$ cat src/hw/rtl/qpdl_pkg.sv
package qpdl_pkg;

  localparam int CFG_IDX_W  = 2;
  localparam int CFG_DATA_W = 8;

  localparam logic [CFG_IDX_W-1:0] CFG_LINE_LENGTH = 2'd0;
  localparam logic [CFG_IDX_W-1:0] CFG_QP_ENABLE   = 2'd1;

  localparam logic [7:0] LINE_LENGTH_RESET = 8'd79;
  localparam logic       QP_ENABLE_RESET   = 1'b1;

  localparam logic [7:0] CH_CR  = 8'h0D;
  localparam logic [7:0] CH_LF  = 8'h0A;
  localparam logic [7:0] CH_EQ  = 8'h3D;
  localparam logic [7:0] CH_0   = 8'h30;
  localparam logic [7:0] CH_9   = 8'h39;
  localparam logic [7:0] CH_UA  = 8'h41;
  localparam logic [7:0] CH_UF  = 8'h46;
  localparam logic [7:0] CH_LA  = 8'h61;
  localparam logic [7:0] CH_LF_HEX = 8'h66;

  typedef enum logic [1:0] {
    PH_NORMAL = 2'd0,
    PH_EQUAL  = 2'd1,
    PH_HEX    = 2'd2
  } phase_t;

  typedef struct packed {
    logic [7:0] line_length;
    logic       qp_enable;
  } cfg_t;

  typedef struct packed {
    phase_t     phase;
    logic [3:0] high_nibble;
    logic [7:0] chars_in_line;
  } state_t;

  typedef struct packed {
    logic [7:0] out_char;
    logic       char_valid;
    logic       line_done;
    logic       body_done;
    logic       last_of_run;
  } result_t;

  typedef struct packed {
    logic       ok;
    logic [3:0] val;
  } hex_t;

  typedef struct packed {
    logic [7:0] cnt;
    logic       ldone;
  } count_t;

  typedef struct packed {
    logic       has;
    result_t    res;
    logic [7:0] cnt;
    logic       esc;
  } plain_t;

  function automatic hex_t hex_decode(logic [7:0] b, logic lower_ok);
    hex_t h;
    h.ok  = 1'b1;
    h.val = b[3:0];
    if (b >= CH_0 && b <= CH_9) begin
      h.val = b[3:0];
    end else if (b >= CH_UA && b <= CH_UF) begin
      h.val = 4'(b[3:0] + 4'd9);
    end else if (lower_ok && b >= CH_LA && b <= CH_LF_HEX) begin
      h.val = 4'(b[3:0] + 4'd9);
    end else begin
      h.ok = 1'b0;
    end
    return h;
  endfunction

  // A line ends when the count reaches the limit or wraps around.
  function automatic count_t line_count(logic [7:0] cnt, logic [7:0] len);
    count_t c;
    logic [7:0] inc;
    inc = 8'(cnt + 8'd1);
    if (inc >= len || inc == 8'd0) begin
      c.cnt   = 8'd0;
      c.ldone = 1'b1;
    end else begin
      c.cnt   = inc;
      c.ldone = 1'b0;
    end
    return c;
  endfunction

  function automatic result_t char_result(logic [7:0] ch, logic ldone);
    result_t r;
    r.out_char    = ch;
    r.char_valid  = 1'b1;
    r.line_done   = ldone;
    r.body_done   = 1'b0;
    r.last_of_run = 1'b0;
    return r;
  endfunction

  function automatic plain_t plain_step(logic [7:0] b, logic qp_en,
                                        logic [7:0] cnt, logic [7:0] len);
    plain_t p;
    count_t c;
    c     = line_count(cnt, len);
    p.has = 1'b0;
    p.res = '0;
    p.cnt = cnt;
    p.esc = 1'b0;
    if (b == CH_CR) begin
      p.has = 1'b0;
    end else if (b == CH_LF) begin
      p.has           = 1'b1;
      p.res.line_done = 1'b1;
      p.cnt           = 8'd0;
    end else if (b == CH_EQ && qp_en) begin
      p.esc = 1'b1;
    end else begin
      p.has = 1'b1;
      p.res = char_result(b, c.ldone);
      p.cnt = c.cnt;
    end
    return p;
  endfunction

endpackage

$ cat src/hw/rtl/qpdl_if.sv
interface qpdl_in_if;
  logic       valid;
  logic       ready;
  logic [7:0] in_byte;
  logic       message_end;

  modport source (output valid, output in_byte, output message_end, input ready);
  modport sink (input valid, input in_byte, input message_end, output ready);
endinterface

interface qpdl_out_if;
  logic       valid;
  logic       ready;
  logic [7:0] out_char;
  logic       char_valid;
  logic       line_done;
  logic       body_done;
  logic       last_of_run;

  modport source (output valid, output out_char, output char_valid, output line_done,
                  output body_done, output last_of_run, input ready);
  modport sink (input valid, input out_char, input char_valid, input line_done,
                input body_done, input last_of_run, output ready);
endinterface

$ cat src/hw/rtl/qp_decode_line_wrapper.sv
// Flow: an accepted transaction is registered, decoded combinationally while it is held, and
// its results are written into the result buffer, from which they are offered on dout.
// Throughput: one input transaction per cycle while the result buffer has room for two
// results; an input that yields two results is absorbed by the four-entry result buffer.
// Reset: synchronous, clears the decoder state and buffers, and loads line_length 79
// and qp_enable 1.
module qp_decode_line_wrapper (
  input  logic                              clk,
  input  logic                              rst,
  qpdl_in_if.sink                           din,
  qpdl_out_if.source                        dout,
  input  logic                              cfg_we,
  input  logic [qpdl_pkg::CFG_IDX_W-1:0]    cfg_index,
  input  logic [qpdl_pkg::CFG_DATA_W-1:0]   cfg_wdata
);

  qpdl_pkg::cfg_t    cfg;
  qpdl_pkg::state_t  st;
  qpdl_pkg::result_t res0;
  qpdl_pkg::result_t res1;
  logic [1:0]        res_count;
  logic [1:0]        push_count;
  logic              space;
  logic              in_valid_q;
  logic [7:0]        in_byte_q;
  logic              in_end_q;
  logic              fire;

  assign fire       = in_valid_q & space;
  assign din.ready  = ~in_valid_q | fire;
  assign push_count = fire ? res_count : 2'd0;

  always_ff @(posedge clk) begin
    if (rst) begin
      cfg.line_length <= qpdl_pkg::LINE_LENGTH_RESET;
      cfg.qp_enable   <= qpdl_pkg::QP_ENABLE_RESET;
    end else if (cfg_we) begin
      case (cfg_index)
        qpdl_pkg::CFG_LINE_LENGTH: cfg.line_length <= cfg_wdata;
        qpdl_pkg::CFG_QP_ENABLE:   cfg.qp_enable   <= cfg_wdata[0];
        default: begin
        end
      endcase
    end
  end

  always_ff @(posedge clk) begin
    if (rst) begin
      in_valid_q <= 1'b0;
    end else if (din.valid && din.ready) begin
      in_valid_q <= 1'b1;
    end else if (fire) begin
      in_valid_q <= 1'b0;
    end
  end

  always_ff @(posedge clk) begin
    if (din.valid && din.ready) begin
      in_byte_q <= din.in_byte;
      in_end_q  <= din.message_end;
    end
  end

  qpdl_decode u_decode (
    .clk         (clk),
    .rst         (rst),
    .fire        (fire),
    .in_byte     (in_byte_q),
    .message_end (in_end_q),
    .cfg         (cfg),
    .res_count   (res_count),
    .res0        (res0),
    .res1        (res1),
    .st          (st)
  );

  qpdl_result_buf u_result_buf (
    .clk        (clk),
    .rst        (rst),
    .push_count (push_count),
    .push0      (res0),
    .push1      (res1),
    .space      (space),
    .dout       (dout)
  );

`ifndef SYNTH
  a_hold_input: assert property (@(posedge clk) disable iff (rst)
    in_valid_q && !fire |=> in_valid_q && $stable(in_byte_q) && $stable(in_end_q))
    else $error("held input transaction changed before it was decoded");

  a_end_clears: assert property (@(posedge clk) disable iff (rst)
    fire && in_end_q |=> st.phase == qpdl_pkg::PH_NORMAL && st.chars_in_line == 8'd0
      && st.high_nibble == 4'd0)
    else $error("message end did not clear the decoder state");

  a_hex_after_equal: assert property (@(posedge clk) disable iff (rst)
    st.phase == qpdl_pkg::PH_HEX && $past(st.phase) != qpdl_pkg::PH_HEX
      |-> $past(st.phase) == qpdl_pkg::PH_EQUAL)
    else $error("hex escape entered without a preceding equals sign");
`endif

endmodule

$ cat src/hw/rtl/qpdl_decode.sv
module qpdl_decode (
  input  logic              clk,
  input  logic              rst,
  input  logic              fire,
  input  logic [7:0]        in_byte,
  input  logic              message_end,
  input  qpdl_pkg::cfg_t    cfg,
  output logic [1:0]        res_count,
  output qpdl_pkg::result_t res0,
  output qpdl_pkg::result_t res1,
  output qpdl_pkg::state_t  st
);

  qpdl_pkg::state_t st_next;
  qpdl_pkg::hex_t   hex_upper;
  qpdl_pkg::hex_t   hex_any;
  qpdl_pkg::count_t esc_count;
  qpdl_pkg::plain_t plain_norm;
  qpdl_pkg::plain_t plain_after_eq;

  assign hex_upper  = qpdl_pkg::hex_decode(in_byte, 1'b0);
  assign hex_any    = qpdl_pkg::hex_decode(in_byte, 1'b1);
  assign esc_count  = qpdl_pkg::line_count(st.chars_in_line, cfg.line_length);
  assign plain_norm = qpdl_pkg::plain_step(in_byte, cfg.qp_enable, st.chars_in_line,
                                           cfg.line_length);
  assign plain_after_eq = qpdl_pkg::plain_step(in_byte, cfg.qp_enable, esc_count.cnt,
                                               cfg.line_length);

  always_comb begin
    st_next   = st;
    res_count = 2'd0;
    res0      = '0;
    res1      = '0;
    if (message_end) begin
      st_next.phase         = qpdl_pkg::PH_NORMAL;
      st_next.high_nibble   = 4'd0;
      st_next.chars_in_line = 8'd0;
      res0.line_done        = 1'b1;
      res0.body_done        = 1'b1;
      res_count             = 2'd1;
    end else begin
      case (st.phase)
        qpdl_pkg::PH_EQUAL: begin
          st_next.phase = qpdl_pkg::PH_NORMAL;
          if (in_byte == qpdl_pkg::CH_CR || in_byte == qpdl_pkg::CH_LF) begin
            res_count = 2'd0;
          end else if (hex_upper.ok) begin
            st_next.high_nibble = hex_upper.val;
            st_next.phase       = qpdl_pkg::PH_HEX;
          end else begin
            res0      = qpdl_pkg::char_result(qpdl_pkg::CH_EQ, esc_count.ldone);
            res_count = 2'd1;
            if (plain_after_eq.has) begin
              res1      = plain_after_eq.res;
              res_count = 2'd2;
            end
            st_next.chars_in_line = plain_after_eq.cnt;
            if (plain_after_eq.esc) begin
              st_next.phase = qpdl_pkg::PH_EQUAL;
            end
          end
        end
        qpdl_pkg::PH_HEX: begin
          st_next.phase = qpdl_pkg::PH_NORMAL;
          if (hex_any.ok) begin
            res0 = qpdl_pkg::char_result({st.high_nibble, hex_any.val}, esc_count.ldone);
          end else begin
            res0 = qpdl_pkg::char_result({4'd0, st.high_nibble}, esc_count.ldone);
          end
          st_next.chars_in_line = esc_count.cnt;
          res_count             = 2'd1;
        end
        default: begin
          st_next.phase = qpdl_pkg::PH_NORMAL;
          if (plain_norm.has) begin
            res0      = plain_norm.res;
            res_count = 2'd1;
          end
          st_next.chars_in_line = plain_norm.cnt;
          if (plain_norm.esc) begin
            st_next.phase = qpdl_pkg::PH_EQUAL;
          end
        end
      endcase
    end
    if (res_count == 2'd2) begin
      res1.last_of_run = 1'b1;
    end else if (res_count == 2'd1) begin
      res0.last_of_run = 1'b1;
    end
  end

  always_ff @(posedge clk) begin
    if (rst) begin
      st.phase         <= qpdl_pkg::PH_NORMAL;
      st.high_nibble   <= 4'd0;
      st.chars_in_line <= 8'd0;
    end else if (fire) begin
      st <= st_next;
    end
  end

endmodule

$ cat src/hw/rtl/qpdl_result_buf.sv
module qpdl_result_buf (
  input  logic              clk,
  input  logic              rst,
  input  logic [1:0]        push_count,
  input  qpdl_pkg::result_t push0,
  input  qpdl_pkg::result_t push1,
  output logic              space,
  qpdl_out_if.source        dout
);

  localparam int DEPTH = 4;
  localparam int PTR_W = $clog2(DEPTH);
  localparam int CNT_W = $clog2(DEPTH + 1);

  qpdl_pkg::result_t mem [DEPTH];
  logic [PTR_W-1:0]  wr_ptr;
  logic [PTR_W-1:0]  rd_ptr;
  logic [CNT_W-1:0]  count;
  logic [PTR_W-1:0]  wr_ptr_plus;
  logic              pop;

  assign wr_ptr_plus = PTR_W'(wr_ptr + 1'b1);
  assign pop         = dout.valid & dout.ready;
  assign space       = count <= CNT_W'(DEPTH - 2);

  assign dout.valid       = count != '0;
  assign dout.out_char    = mem[rd_ptr].out_char;
  assign dout.char_valid  = mem[rd_ptr].char_valid;
  assign dout.line_done   = mem[rd_ptr].line_done;
  assign dout.body_done   = mem[rd_ptr].body_done;
  assign dout.last_of_run = mem[rd_ptr].last_of_run;

  always_ff @(posedge clk) begin
    if (push_count != 2'd0) begin
      mem[wr_ptr] <= push0;
    end
    if (push_count == 2'd2) begin
      mem[wr_ptr_plus] <= push1;
    end
  end

  always_ff @(posedge clk) begin
    if (rst) begin
      wr_ptr <= '0;
      rd_ptr <= '0;
      count  <= '0;
    end else begin
      wr_ptr <= PTR_W'(wr_ptr + push_count);
      if (pop) begin
        rd_ptr <= PTR_W'(rd_ptr + 1'b1);
      end
      count <= CNT_W'(count + CNT_W'(push_count) - CNT_W'(pop));
    end
  end

endmodule
$ cat src/flat_wrapper.sv
// flat-port wrapper written by rule: the top's interface ports become plain ports
module qp_decode_line_wrapper_flat 
  (clk, rst, cfg_we, cfg_index, cfg_wdata, din_valid, din_in_byte, din_message_end, din_ready, dout_valid, dout_out_char, dout_char_valid, dout_line_done, dout_body_done, dout_last_of_run, dout_ready);
  qpdl_in_if din_i ();
  qpdl_out_if dout_i ();
  input  logic clk;
  input  logic rst;
  input  logic cfg_we;
  input  logic [qpdl_pkg::CFG_IDX_W-1:0] cfg_index;
  input  logic [qpdl_pkg::CFG_DATA_W-1:0] cfg_wdata;
  input wire logic [$bits(din_i.valid)-1:0] din_valid;
  input wire logic [$bits(din_i.in_byte)-1:0] din_in_byte;
  input wire logic [$bits(din_i.message_end)-1:0] din_message_end;
  output wire logic [$bits(din_i.ready)-1:0] din_ready;
  output wire logic [$bits(dout_i.valid)-1:0] dout_valid;
  output wire logic [$bits(dout_i.out_char)-1:0] dout_out_char;
  output wire logic [$bits(dout_i.char_valid)-1:0] dout_char_valid;
  output wire logic [$bits(dout_i.line_done)-1:0] dout_line_done;
  output wire logic [$bits(dout_i.body_done)-1:0] dout_body_done;
  output wire logic [$bits(dout_i.last_of_run)-1:0] dout_last_of_run;
  input wire logic [$bits(dout_i.ready)-1:0] dout_ready;
  assign din_i.valid = din_valid;
  assign din_i.in_byte = din_in_byte;
  assign din_i.message_end = din_message_end;
  assign din_ready = din_i.ready;
  assign dout_valid = dout_i.valid;
  assign dout_out_char = dout_i.out_char;
  assign dout_char_valid = dout_i.char_valid;
  assign dout_line_done = dout_i.line_done;
  assign dout_body_done = dout_i.body_done;
  assign dout_last_of_run = dout_i.last_of_run;
  assign dout_i.ready = dout_ready;
  qp_decode_line_wrapper u_core (.clk(clk), .rst(rst), .din(din_i), .dout(dout_i), .cfg_we(cfg_we), .cfg_index(cfg_index), .cfg_wdata(cfg_wdata));
endmodule
$ cat config.mk
export PLATFORM = sky130hd
export DESIGN_NAME = qp_decode_line_wrapper_flat
export DESIGN_NICKNAME = d
export VERILOG_FILES = /design/src/hw/rtl/qpdl_pkg.sv /design/src/hw/rtl/qpdl_if.sv /design/src/hw/rtl/qp_decode_line_wrapper.sv /design/src/hw/rtl/qpdl_decode.sv /design/src/hw/rtl/qpdl_result_buf.sv /design/src/flat_wrapper.sv
export SDC_FILE = /design/constraint.sdc
export NUM_CORES = 1
export LEC_CHECK = 0
export BUFFER_PORTS_ARGS = -buffer_cell sky130_fd_sc_hd__buf_4
export CAP_MARGIN = 20
export CORE_ASPECT_RATIO = 0.75
export CORE_UTILIZATION = 25
export CTS_CLUSTER_DIAMETER = 150
export DETAILED_ROUTE_END_ITERATION = 16
export PLACE_DENSITY_LB_ADDON = 0.05
export SYNTH_ARGS = -nofsm -noshare
export SYNTH_HDL_FRONTEND = slang
export SYNTH_SLANG_ARGS = --single-unit
$ cat constraint.sdc
create_clock -name clk -period 14.85 [get_ports clk]
set_input_delay 2.97 -clock clk [delete_from_list [all_inputs] [get_ports clk]]
set_output_delay 2.97 -clock clk [all_outputs]
set_load 0.05 [all_outputs]
Word-level counts from Yosys, hierarchy flattened
Memories as Yosys holds them, arrays and structs flattened. A register that Yosys moved wholly into a read port is not among the register bits.
Index checks and enable logic that the tools add are counted.
{"block": "totals", "regBits": 40, "ram_bits": 48, "inputBits": 24, "output_inout_bits": 14, "wordCells": 138, "memories": 1}
{"block": "classes", "add_sub_neg": 8, "magnitude_cmp": 9, "n_eq_ne": 14, "n_mux": 71, "bitwise_logic": 4, "reduce_logical": 20}
{"name": "u_core.u_result_buf.mem", "words": 4, "width": 12, "rd": 1, "rd_ports_with_merged_regs": 1, "wr": 2, "line": "qpdl_result_buf.sv:15", "rtl": "qpdl_pkg::result_t mem [DEPTH];"}
{"op": "12-bit two-way mux", "count": 7}
{"op": "21-bit two-way mux", "count": 4}
{"op": "9-bit two-way mux", "count": 5}
{"op": "14-bit two-way mux", "count": 2}
{"op": "4-bit two-way mux", "count": 7}
{"op": "1-bit two-way mux", "count": 26}
{"op": "8-bit two-way mux", "count": 3}
{"op": "12-bit one-hot mux with 2 select lines", "count": 1}
{"op": "2-bit two-way mux", "count": 11}
{"op": "10-bit two-way mux", "count": 2}
{"op": "8-bit by 1-bit adder with 8-bit output, second input constant", "count": 2}
{"op": "8-bit by 4-bit == test with 1-bit output, second input constant", "count": 2}
{"op": "8-bit by 7-bit greater-or-equal comparator with 1-bit output, second input constant", "count": 2}
{"op": "8-bit greater-or-equal comparator", "count": 2}
{"op": "8-bit by 7-bit <= comparator with 1-bit output, second input constant", "count": 2}
{"op": "8-bit logical NOT", "count": 2}
{"op": "8-bit one-hot mux with 2 select lines", "count": 1}
{"op": "8-bit by 6-bit == test with 1-bit output, second input constant", "count": 1}
{"op": "8-bit by 6-bit greater-or-equal comparator with 1-bit output, second input constant", "count": 1}
{"op": "8-bit by 6-bit <= comparator with 1-bit output, second input constant", "count": 1}
{"op": "2-bit one-hot mux with 2 select lines", "count": 2}
{"op": "2-bit nonzero test", "count": 4}
{"op": "2-bit by 1-bit == test with 1-bit output, second input constant", "count": 3}
{"op": "2-bit == test, second input constant", "count": 3}
{"op": "other kinds (20)", "count": 30}

Logic depth before layout (Yosys ltp)
{"block": "logic_depth", "ltp_word": 20, "ltp_mapped": 26, "depth_no_buf": 25}

By module
From an unflattened synthesis, not the netlist that was laid out.
{"block": "hier_totals", "cells_unflattened": 566, "area_unflattened_um2": 6178.4}
{"module": "qpdl_result_buf", "n_inst": 1, "cells_per_inst": 165, "area_per_inst_um2": 3019.1, "seq_area_each_um2": 1621.6}
{"module": "qpdl_decode", "n_inst": 1, "cells_per_inst": 344, "area_per_inst_um2": 2433.6, "seq_area_each_um2": 280.3}
{"module": "qp_decode_line_wrapper", "n_inst": 1, "cells_per_inst": 57, "area_per_inst_um2": 725.7, "seq_area_each_um2": 470.5}

Least setup slack after synthesis
No wires, ideal clock.
{"block": "synth_timing", "path_type": "flip-flop to flip-flop", "from": "register u_core.u_decode.st[3] (netlist name)", "to": "register u_core.u_decode.st[5] (netlist name)", "setup_time_ns": 0.071, "t_arrival_ns": 5.199, "required_ns": 14.779, "setup_slack_ns": 9.580, "path_stages_with_launch": 25, "path_cell_list": "dfxtp_1 -> clkbuf_1 -> nand3_1 -> xnor2_1 -> inv_1 -> ha_1 -> o211a_1 -> a211oi_1 -> o31ai_1 -> a41o_1 -> clkbuf_1 -> nor2_1 -> ha_1 -> o21ai_1 -> o21ai_0 -> a21o_1 -> xnor2_1 -> nor2_1 -> ha_1 -> a2111o_1 -> o21ai_0 -> nand3b_1 -> or4_1 -> o32a_1 -> o21ai_1"}
{"block": "synth_via", "elab_chain_len": 15, "elab_cells_between_ends": 20, "classes_between": "add/sub: 2; order compare: 2; mux: 12; reduce/logical: 4"}
{"item": "8-bit by 1-bit adder with 8-bit output (*)", "line": "qpdl_pkg.sv:84", "rtl": "inc = 8'(cnt + 8'd1);"}
{"item": "8-bit greater-or-equal comparator or 8-bit logical NOT (tied branches)", "line": "qpdl_pkg.sv:85", "rtl": "if (inc >= len || inc == 8'd0) begin"}
{"item": "1-bit logical OR", "line": "qpdl_pkg.sv:85"}
{"item": "9-bit two-way mux (*)", "line": "qpdl_pkg.sv:85"}
{"item": "8-bit by 1-bit adder with 8-bit output", "line": "qpdl_pkg.sv:84"}
{"item": "8-bit greater-or-equal comparator or 8-bit logical NOT (tied branches)", "line": "qpdl_pkg.sv:85"}
{"item": "1-bit logical OR", "line": "qpdl_pkg.sv:85"}
{"item": "9-bit two-way mux", "line": "qpdl_pkg.sv:85"}
{"item": "21-bit two-way mux", "line": "qpdl_pkg.sv:120", "rtl": "end else if (b == CH_EQ && qp_en) begin"}
{"item": "8-bit two-way mux", "line": "qpdl_pkg.sv:116", "rtl": "end else if (b == CH_LF) begin"}
{"item": "21-bit two-way mux", "line": "qpdl_pkg.sv:114", "rtl": "if (b == CH_CR) begin"}
{"item": "8-bit two-way mux", "line": "qpdl_decode.sv:47", "rtl": "end else if (hex_upper.ok) begin"}
{"item": "14-bit two-way mux", "line": "qpdl_decode.sv:45", "rtl": "if (in_byte == qpdl_pkg::CH_CR || in_byte == qpdl_pkg::CH_LF) begin"}
{"item": "8-bit one-hot mux with 2 select lines (*)", "line": "qpdl_decode.sv:42", "rtl": "case (st.phase)"}
{"item": "14-bit two-way mux (*)", "line": "qpdl_decode.sv:34", "rtl": "if (message_end) begin"}
Every way passes the cells marked *; elsewhere a longest branch is shown, timed or not. The select of a mux whose other input is x is not followed.
A chain may end at the register's enable or synchronous reset.

Final worst setup path
{"block": "layout_timing", "from": "register u_core.u_decode.st[0] (netlist name)", "to": "register u_core.u_decode.st[5] (netlist name)"}
{"block": "layout_via", "elab_chain_len": 15, "elab_cells_between_ends": 20, "classes_between": "add/sub: 2; order compare: 2; mux: 12; reduce/logical: 4"}
{"item": "8-bit by 1-bit adder with 8-bit output (*)", "line": "qpdl_pkg.sv:84"}
{"item": "8-bit greater-or-equal comparator or 8-bit logical NOT (tied branches)", "line": "qpdl_pkg.sv:85"}
{"item": "1-bit logical OR", "line": "qpdl_pkg.sv:85"}
{"item": "9-bit two-way mux (*)", "line": "qpdl_pkg.sv:85"}
{"item": "8-bit by 1-bit adder with 8-bit output", "line": "qpdl_pkg.sv:84"}
{"item": "8-bit greater-or-equal comparator or 8-bit logical NOT (tied branches)", "line": "qpdl_pkg.sv:85"}
{"item": "1-bit logical OR", "line": "qpdl_pkg.sv:85"}
{"item": "9-bit two-way mux", "line": "qpdl_pkg.sv:85"}
{"item": "21-bit two-way mux", "line": "qpdl_pkg.sv:120"}
{"item": "8-bit two-way mux", "line": "qpdl_pkg.sv:116"}
{"item": "21-bit two-way mux", "line": "qpdl_pkg.sv:114"}
{"item": "8-bit two-way mux", "line": "qpdl_decode.sv:47"}
{"item": "14-bit two-way mux", "line": "qpdl_decode.sv:45"}
{"item": "8-bit one-hot mux with 2 select lines (*)", "line": "qpdl_decode.sv:42"}
{"item": "14-bit two-way mux (*)", "line": "qpdl_decode.sv:34"}
Marked as above.

==> impl_metrics.env <==
export IMPL_yosys_register_bits=90
export IMPL_htreeDepth=3
export IMPL_drive_gt1_frac=0.139
export IMPL_maxSlewViolCount=0
export IMPL_synthToLayoutAreaGrowth_pct=14.2
export IMPL_synth_seq_area_share=0.412
export IMPL_status="completed"
export IMPL_drc=0
export IMPL_rr_worst_depth=23
export IMPL_syn_mean_instance_area_um2=9.63
export IMPL_clk_pin_slew_ns=0.08
export IMPL_cts_buffer_depth=2
export IMPL_grt_overflow_total=0
export IMPL_critPathCaptureType="flip-flop"
export IMPL_vdd_drop_max_v=0.0000484
export IMPL_rsz0062_at_grt="no"
export IMPL_cts_sink_count=90
export IMPL_globalplace_congestion=0.872
export IMPL_critPathMaxFanout=15
export IMPL_clockRootBuffer="clkbuf_16"
export IMPL_hpwl_um=13100
export IMPL_yosysWarnings=0
export IMPL_rrSetupSlack_ns=8.30
export IMPL_pin_count=38
export IMPL_cp_arrival_ns=6.83
export IMPL_via_per_inst=5.24
export IMPL_routed_wl_um=17900
export IMPL_use_met1=0.249
export IMPL_start_kind="flip-flop"
export IMPL_die_area_um2=23300
export IMPL_die_w_um=176
export IMPL_row_count=47
export IMPL_hold_end="u_core.u_result_buf.mem[1][1]"
export IMPL_layout_common_cells="nand2_1, edfxtp_1, nor2_1"
export IMPL_criticalPathCategory="reg2reg"
export IMPL_gr_usage_met3=0.0337
export IMPL_grt_use_total=0.158
export IMPL_drtPass1Iterations=5
export IMPL_first_iter_violations=386
export IMPL_setup_viol=0
export IMPL_setup_ws_ns=8.30
export IMPL_maxCapViolations=0
export IMPL_busiest_layer="met1"
export IMPL_power_leakage_nw=2.36
export IMPL_dieHeight_um=132
export IMPL_ys_types=75
export IMPL_slowest_delay_ns=0.74
export IMPL_r2r_end="u_core.u_decode.st[5]"
export IMPL_worst_pin_slew_ns=0.970
export IMPL_cts_setup_buffers=0
export IMPL_dp_cells=884
export IMPL_max_slew_margin=0.353
export IMPL_power_density_nw_per_um2=117
export IMPL_first_global_vias=4557
export IMPL_cpMostUsedCell="ha_1"
export IMPL_cp_slowest_cell="o31ai_1"
export IMPL_hold_buffers=0
export IMPL_cp_cell_sequence="ha_1 > nand3_1 > xnor2_1 > inv_1 > ha_1 > o211a_1 > a211oi_1 > o31ai_1 > a41o_1 > nor2_1 > ha_1 > o21ai_1 > o21ai_0 > a21o_1 > xnor2_1 > nor2_1 > ha_1 > a2111o_1 > o21ai_0 > nand3b_1 > or4_1 > o32a_1 > o21ai_1"
export IMPL_cts_inserted_buffers=9
export IMPL_core_area_um2=22100
export IMPL_n_antenna_cell=0
export IMPL_grtUsageMet2=0.217
export IMPL_portBuffers=37
export IMPL_cts_tree="yes"
export IMPL_cp_top_family="compound AO/OA/AOI/OAI gates"
export IMPL_whs_path_depth=2
export IMPL_post_cts_resized=0
export IMPL_hold_ws_ns=0.455
export IMPL_skew_ns=0.0116
export IMPL_synthArstFlopShare=0
export IMPL_critical_path_buf_inv_count=1
export IMPL_finalCriticalPeriod_ns=6.55
export IMPL_dr_total_vias=4712
export IMPL_holdCritPathClass="reg2reg"
export IMPL_hold_viol_final=0
export IMPL_worstPathRequired_ns=15.13
export IMPL_tns_ns=0
export IMPL_fillerInstances=2355
export IMPL_synth_nets=643
export IMPL_antenna_found_initial=0
export IMPL_grt_max_degree=32
export IMPL_netlist_area_um2=5660
export IMPL_r2r_start="u_core.u_decode.st[0]"
export IMPL_hp_start="u_core.u_result_buf.mem[1][1]"
export IMPL_start_util=0.256
export IMPL_final_cells=900
export IMPL_synth_flop_cell="edfxtp_1"
export IMPL_post_place_ws_ns=8.42
export IMPL_synth_edf_count=53
export IMPL_antenna_left=0
export IMPL_grt_pass1_wl_um=27900
export IMPL_final_common_cell="nand2_1"
export IMPL_synthCells=588
export IMPL_final_net_count=656
export IMPL_avgRoutedWirePerCell_um=19.9
export IMPL_max_freq_mhz=153
export IMPL_clock_latency_ns=0.35
export IMPL_post_route_period_util=0.441
==> kinds of logic (layout without fill, tap and decap cells) <==
logic type,after synthesis,after routing,share of synthesized area
XOR/XNOR,23,23,0.0356
multiplexers,15,15,0.0533
adder cells (fa/ha/maj),31,31,0.0698
AND/OR/NAND/NOR,205,205,0.189
buffers and inverters,65,83,0.0482
AO/OA/AOI/OAI,159,159,0.193
flip-flops,90,90,0.412
==> per-stage QoR <==
| stage | power [mW] | area (um^2) | utilization |
|---|---|---|---|
| floorplan | 0.466 | 5660 | - |
| global placement | 0.532 | 6160 | 0.278 |
| detailed placement | 0.532 | 6160 | 0.278 |
| CTS | 0.772 | 6470 | 0.292 |
| global route | 0.797 | 6470 | 0.292 |
| finish | 0.759 | 6470 | 0.292 |
==> worst min-delay path: stages, from the launching register on <==
cell,delay (ns)
dfxtp_1,0.32
nand2_1,0.05
a21boi_1,0.05
==> final cells by class <==
type	instances	area, um^2	share of cell area
repair buffers	38	285	0.0441
inverters	29	109	0.0168
flip-flops and latches	90	2330	0.361
clock inverters	7	86.3	0.0133
clock buffers	9	225	0.0348
well taps	294	368	0.0569
multi-input cells	433	3060	0.473
==> cell usage after synthesis (6+ instances only) <==
library cell	n	area [um^2]
o31ai_1	6	45.0
inv_1	29	109
and2_1	7	43.8
a211o_1	6	52.6
nand2b_1	7	43.8
o22ai_2	7	87.6
dfxtp_1	37	741
o21ai_1	15	75.1
a21oi_1	31	155
o22ai_1	30	188
nor3_1	13	65.1
ha_1	30	375
nand3_1	15	75.1
edfxtp_1	53	1590
nand4_1	7	43.8
nand2_1	55	206
o21ai_0	17	85.1
mux4_2	12	270
xor2_1	7	61.3
nor2b_1	11	68.8
nor2_1	51	191
xnor2_1	16	140
clkbuf_1	26	97.6
==> worst max path at each step <==
stage                          startpoint               endpoint  cells after the start
floorplan           u_core.u_decode.st[3]  u_core.u_decode.st[5]                     24
global placement    u_core.u_decode.st[0]  u_core.u_decode.st[5]                     23
detailed placement  u_core.u_decode.st[0]  u_core.u_decode.st[5]                     23
CTS                 u_core.u_decode.st[0]  u_core.u_decode.st[5]                     23
global route        u_core.u_decode.st[0]  u_core.u_decode.st[5]                     23
finish              u_core.u_decode.st[0]  u_core.u_decode.st[5]                     23
==> power by group <==
group	switching (mW)	total (mW)	internal [mW]
clock network	0.116	0.236	0.120
registers	0.0282	0.315	0.287
logic	0.128	0.208	0.0803
total	0.272	0.759	0.488
==> metal layers <==
layer	part of all wire	up-vias
li1	-	2236
met1	0.53	2320
met2	0.41	151
met3	0.058	5
met4	0.0054	0
met5	0	-
==> sequential cells by signal, summed over array words and instances (netlist names), 2 cells and up, named ones only <==
signal	count
u_core.u_result_buf.rd_ptr	2
u_core.cfg	9
u_core.in_byte_q	8
u_core.u_result_buf.count	3
u_core.u_result_buf.wr_ptr	2
u_core.u_result_buf.mem	48
u_core.u_decode.st	14
Note: power is estimated with default switching activity, not from simulation.
